## src/sv/erfa_pkg.sv

```systemverilog
// ----------------------------------------------------------------------------
// erfa_pkg
// Shared widths and fixed-point constants of the erf approximation datapath.
// ----------------------------------------------------------------------------
package erfa_pkg;

   localparam int IN_WIDTH_DEF  = 16;
   localparam int OUT_WIDTH_DEF = 16;

   localparam int ALPHA_W = 14;
   localparam logic [ALPHA_W-1:0] ALPHA_RESET = 14'd9634;   // 0.147 in Q0.16

   localparam int AX_W     = 32;   // |x| in Q.28
   localparam int X2_W     = 39;   // x^2 in Q.32
   localparam int Z_W      = 36;   // a*x^2 in Q.32
   localparam int DEN_W    = 37;   // 1 + a*x^2 in Q.32
   localparam int QUO_W    = 24;   // (4/pi - 1)/den in Q.24
   localparam int RAT_W    = 25;   // ratio in Q.24
   localparam int E_W      = 40;   // exponent argument in Q.32
   localparam int FRAC_W   = 32;
   localparam int P_W      = 33;   // series value, up to 1.0 in Q.32
   localparam int K_W      = 6;
   localparam int INVLN2_W = 27;
   localparam int HORNER_TERMS = 12;
   localparam int ROOT_W     = 32;
   localparam int SQRT_STEPS = 32;

   localparam logic [31:0]         C_Q32      = 32'd1173554909;  // 4/pi - 1
   localparam logic [INVLN2_W-1:0] INVLN2_Q26 = 27'd96817625;    // 1/ln2
   localparam logic [31:0]         LN2_Q32    = 32'd2977044472;  // ln2
   localparam logic [E_W-1:0]      EXP_LIMIT  = 40'd23 << 32;
   localparam logic [P_W-1:0]      ONE_Q32    = 33'h1_0000_0000;

endpackage

```

## src/sv/erfa_sqrt.sv

```systemverilog
// ----------------------------------------------------------------------------
// erfa_sqrt
// Pipelined integer square root of y * 2^30, one result bit per stage.
// ----------------------------------------------------------------------------
module erfa_sqrt
   import erfa_pkg::*;
(
   input  logic              clock,
   input  logic              reset,
   input  logic              en,
   input  logic              in_valid,
   input  logic              in_sign,
   input  logic [P_W-1:0]    in_y,
   output logic              out_valid,
   output logic              out_sign,
   output logic [ROOT_W-1:0] out_root
);

   localparam int V_W    = 2 * SQRT_STEPS;
   localparam int REM_W  = ROOT_W + 2;
   localparam int RS_W   = REM_W + 2;
   localparam int PRE_SH = 2 * (ROOT_W - 1) - FRAC_W;

   logic              sv_ff   [0:SQRT_STEPS];
   logic              ss_ff   [0:SQRT_STEPS];
   logic [ROOT_W-1:0] root_ff [0:SQRT_STEPS];
   logic [V_W-1:0]    val_ff  [0:SQRT_STEPS-1];
   logic [REM_W-1:0]  rem_ff  [0:SQRT_STEPS-1];

   always_ff @(posedge clock) begin
      if (reset) begin
         for (int i = 0; i <= SQRT_STEPS; i++) sv_ff[i] <= 1'b0;
      end else if (en) begin
         sv_ff[0] <= in_valid;
         for (int i = 1; i <= SQRT_STEPS; i++) sv_ff[i] <= sv_ff[i-1];
      end
   end

   always_ff @(posedge clock) begin
      if (en) begin
         ss_ff[0]   <= in_sign;
         val_ff[0]  <= V_W'(in_y) << PRE_SH;
         rem_ff[0]  <= '0;
         root_ff[0] <= '0;
         for (int i = 1; i <= SQRT_STEPS; i++) ss_ff[i] <= ss_ff[i-1];
      end
   end

   for (genvar j = 0; j < SQRT_STEPS; j++) begin : g_step
      logic [RS_W-1:0] rs, trial;
      logic            fits;

      assign rs    = {rem_ff[j], val_ff[j][V_W-1 -: 2]};
      assign trial = RS_W'({root_ff[j], 2'b01});
      assign fits  = (rs >= trial);

      always_ff @(posedge clock) begin
         if (en) begin
            root_ff[j+1] <= {root_ff[j][ROOT_W-2:0], fits};
         end
      end

      if (j < SQRT_STEPS - 1) begin : g_carry
         always_ff @(posedge clock) begin
            if (en) begin
               rem_ff[j+1] <= fits ? REM_W'(rs - trial) : REM_W'(rs);
               val_ff[j+1] <= val_ff[j] << 2;
            end
         end
      end
   end

   assign out_valid = sv_ff[SQRT_STEPS];
   assign out_sign  = ss_ff[SQRT_STEPS];
   assign out_root  = root_ff[SQRT_STEPS];

endmodule

```

## config.mk

```make
export PLATFORM = sky130hd
export DESIGN_NAME = erfa_sqrt
export DESIGN_NICKNAME = d
export VERILOG_FILES = /design/src/sv/erfa_pkg.sv /design/src/sv/erfa_sqrt.sv
export SDC_FILE = /design/constraint.sdc
export NUM_CORES = 2
export LEC_CHECK = 0
export BUFFER_PORTS_ARGS = -buffer_cell sky130_fd_sc_hd__buf_2
export CAP_MARGIN = 25
export CORE_MARGIN = 2
export CORE_UTILIZATION = 43
export CTS_BUF_LIST = sky130_fd_sc_hd__clkbuf_4 sky130_fd_sc_hd__clkbuf_8 sky130_fd_sc_hd__clkbuf_16
export DETAILED_ROUTE_END_ITERATION = 10
export HOLD_SLACK_MARGIN = 0.02
export PLACE_DENSITY_LB_ADDON = 0.3
export SYNTH_ARGS = -nofsm -noshare
export SYNTH_HDL_FRONTEND = slang
export SYNTH_MEMORY_MAX_BITS = 65536
export SYNTH_SLANG_ARGS = --single-unit
```

## constraint.sdc

```tcl
create_clock -name clock -period 4.9 [get_ports clock]
set_input_delay 0.245 -clock clock [delete_from_list [all_inputs] [get_ports clock]]
set_output_delay 0.245 -clock clock [all_outputs]
set_load 0.005 [all_outputs]
```

==> metrics.txt <==
nature of the critical path startpoint flop; Post-Synthesis Net Count 8,717; area delta synth->final 12.1%; top cell types by occurrence after synthesis edfxtp_1 (1,883), inv_1 (676), nand2_1 (651); Worst Setup End Kind flop; accumulated negative setup slack 0 ns; Synthesis Warnings 0; Post-Synth Adder-Cell Area 7.18%; global-route wire length before repair 313 mm; Yosys reg bits 1,883; GRT met2 Usage 28.8%; final cell utilization of the core 48.5%; dominant combinational cell family by area after synthesis simple AND/OR/NAND/NOR gates; hold violation total from the final report 0; grt met1 use 21.2%; via count of the first global-routing pass 60.6k; post-detailed-route via-to-cell ratio 5.35; run status completed; total power density per cell area 445 nW/um^2; total number of vias 61.5k; Critical Path RT 5.51 ns; length in cells of the worst reg-to-reg path 11; cell row count 173; wire length per cell after detailed routing 16.8 microns; count of cells resized by post-cts repair 0; share of the clock period used by the worst path 88.9%; half-perimeter wire length of the detailed placement result 139 mm; total count of max-transition violations in the final report 0; complex-gate fraction of the synthesized area 11.4%; arrival time worst endpoint 4.96 ns; most used flip-flop cell after synthesis edfxtp_1; Detailed Routing Iterations Pass 1 8; Setup Skew 0.0383 ns; critical path fanouts, max 54; die boundary height 478 microns; worst reg2reg setup slack 0.54 ns; top cell type by total area after synthesis edfxtp_1; simple logic cell fraction of the synthesized area 11.6%; headroom to the max-slew limit 29.5%; XOR/XNOR Fraction of Synth Area 7.19%; post-layout net count 8,937; DRC marker count from the first detailed-route iteration 4,295; Post-Synthesis Cell Area 96,500 sq um; number of nets still failing antenna checks after routing 0; clock input transition at the sequential cells of the worst setup and hold paths 0.06 ns; number of H-tree branching levels 4; most repeated cell in the gate-level netlist after synthesis edfxtp_1; initial antenna violation count 1; Max-cap violations 0; Hold WC Path Type in2reg; final non-filler cell area 108,000 sq um; clock buffer count from CTS 202; Final GP Congestion 0.916; worst flop-to-flop path startpoint rem_ff[29][0]; top-area cell type share of the netlist area 58.6%; mux cell area share after synthesis 0.764%; dominant cells by area after synthesis edfxtp_1 (59%), ha_1 (6.9%), xor2_1 (3.7%); total leakage power 41.4 nW; share of cells above drive strength 1 7.33%; Port Buffers 71; WL final 193 mm; overall global routing resource usage 16.6%; routing layer with the top usage in global route met2; unrepaired setup endpoints after global routing no; number of buffers between clock root and the deepest sink 3; critical path class reg2reg; root buffer cell clkbuf_16; Peak VDD IR 0.379 mV; destination of the worst hold path val_ff[0][58]; source of the worst hold timing path in_y[30]; mean instance size in the synthesized netlist 11.9 sq um; clock latency on the worst-skew pair 0.85 ns; reg-to-reg endpoint rem_ff[30][3]; post-place instance area 101,000 sq um; EDFF count, synth 1,883; GR Util met3 2.37%; core outline area 223,000 sq um; sequential area share after synthesis 58.6%; worst hold slack after final layout 0.102 ns; Initial Utilization 43.3%; slew at the pin closest to its max-slew limit 1.05 ns; final routed DRC violation total 0; fraction of registers with async set/reset 0%; number of cells produced by synthesis 8,134; Achievable Freq 230 MHz; Die X 478 microns; count of unique library cells instantiated by Yosys 93; aggregate global routing overflow 0; TritonCTS clock tree yes; # setup viols final 0; area of the die 228,000 sq um; Final Critical Period 4.36 ns; largest net degree at the start of global routing 168; clock sink total 1,883; boundary pin count 72; cell depth of the worst hold path 2
[flip-flops by register name, indices dropped and copies added (netlist names)]
register	flops
root_ff	528
sv_ff	33
rem_ff	984
ss_ff	33
val_ff	305
[metal layers]
layer  up-vias  wire length, microns  part of all wire, %
li1      30400                     -                    -
met1     29400                 84400                   44
met2      1349                 94800                   49
met3       378                  7600                  3.9
met4         0                  6040                  3.1
met5         -                     0                    0
[metrics by stage]
step / setup WS [ns] / instances / total power [mW]
after global routing: 0.217 / 11500 / 50.6
after CTS: 0.439 / 11500 / 48.5
after floorplan: 1.21 / 8134 / 29.4
final: 0.544 / 11500 / 48.1
after global placement: 0.596 / 11100 / 32.2
after detailed placement: 0.460 / 11100 / 32.4
[critical path, stage by stage (launching register included)]
cell	delay [ns]
edfxtp_1	0.47
ha_1	0.28
fa_1	0.43
a211oi_1	0.35
o21ai_0	0.21
a211oi_1	0.60
nor4_1	0.12
nor4_1	0.64
nor3b_1	0.23
nor2_4	0.15
buf_12	0.22
mux2_2	0.36
[kinds of logic after synthesis]
| kind of cell | after synthesis |
|---|---|
| AO/OA/AOI/OAI | 1742 |
| XOR/XNOR | 792 |
| adder cells (fa/ha/maj) | 545 |
| buffers and inverters | 842 |
| flip-flops | 1883 |
| multiplexers | 66 |
| other | 1 |
| AND/OR/NAND/NOR | 2263 |
[cell usage in the layout (no fill, tap or decap), drive strengths merged, types with 91 or more instances in the layout]
master | netlist | final
inv | 677 | 687
xor2 | 413 | 413
clkbuf | 137 | 241
a21oi | 488 | 488
nand2 | 651 | 651
nor4 | 128 | 128
o21ai | 489 | 489
ha | 531 | 531
nor2 | 503 | 503
nand3 | 138 | 138
buf | 24 | 138
o21a | 95 | 95
edfxtp | 1883 | 1883
xnor2 | 379 | 379
a21o | 215 | 215
nor3 | 217 | 217
or3 | 91 | 91
[where the power goes]
group | internal, mW | switching [mW]
logic | 4.37 | 5.76
registers | 20.6 | 1.52
clock network | 9.44 | 6.41
[layout make-up]
cell class	count	area [sq um]
flip-flops and latches	1883	56500
inverters	681	2560
clock inverters	135	1630
fillers	19400	115000
diodes	1	2.50
well taps	2975	3720
clock buffers	241	5370
repair buffers	177	1460
multi-input cells	5409	36800
[how the worst max path moves through the flow]
stage	startpoint	to	slack, ns	depth (start not counted)
after floorplan	rem_ff[28][0]	rem_ff[29][31]	1.21	12
after global routing	rem_ff[27][0]	rem_ff[28][12]	0.22	10
after global placement	root_ff[0][960]	rem_ff[31][33]	0.60	13
after detailed placement	rem_ff[29][0]	rem_ff[30][2]	0.46	11
final	rem_ff[29][0]	rem_ff[30][3]	0.54	11
after CTS	rem_ff[29][0]	rem_ff[30][22]	0.44	11
[repair_timing]
| action | in CTS | in global routing |
|---|---|---|
| buffers inserted | 0 | 0 |
| endpoints found under the hold margin | 121 | 0 |
| hold buffers | 39 | 0 |
Note: power is estimated with default switching activity, not from simulation.
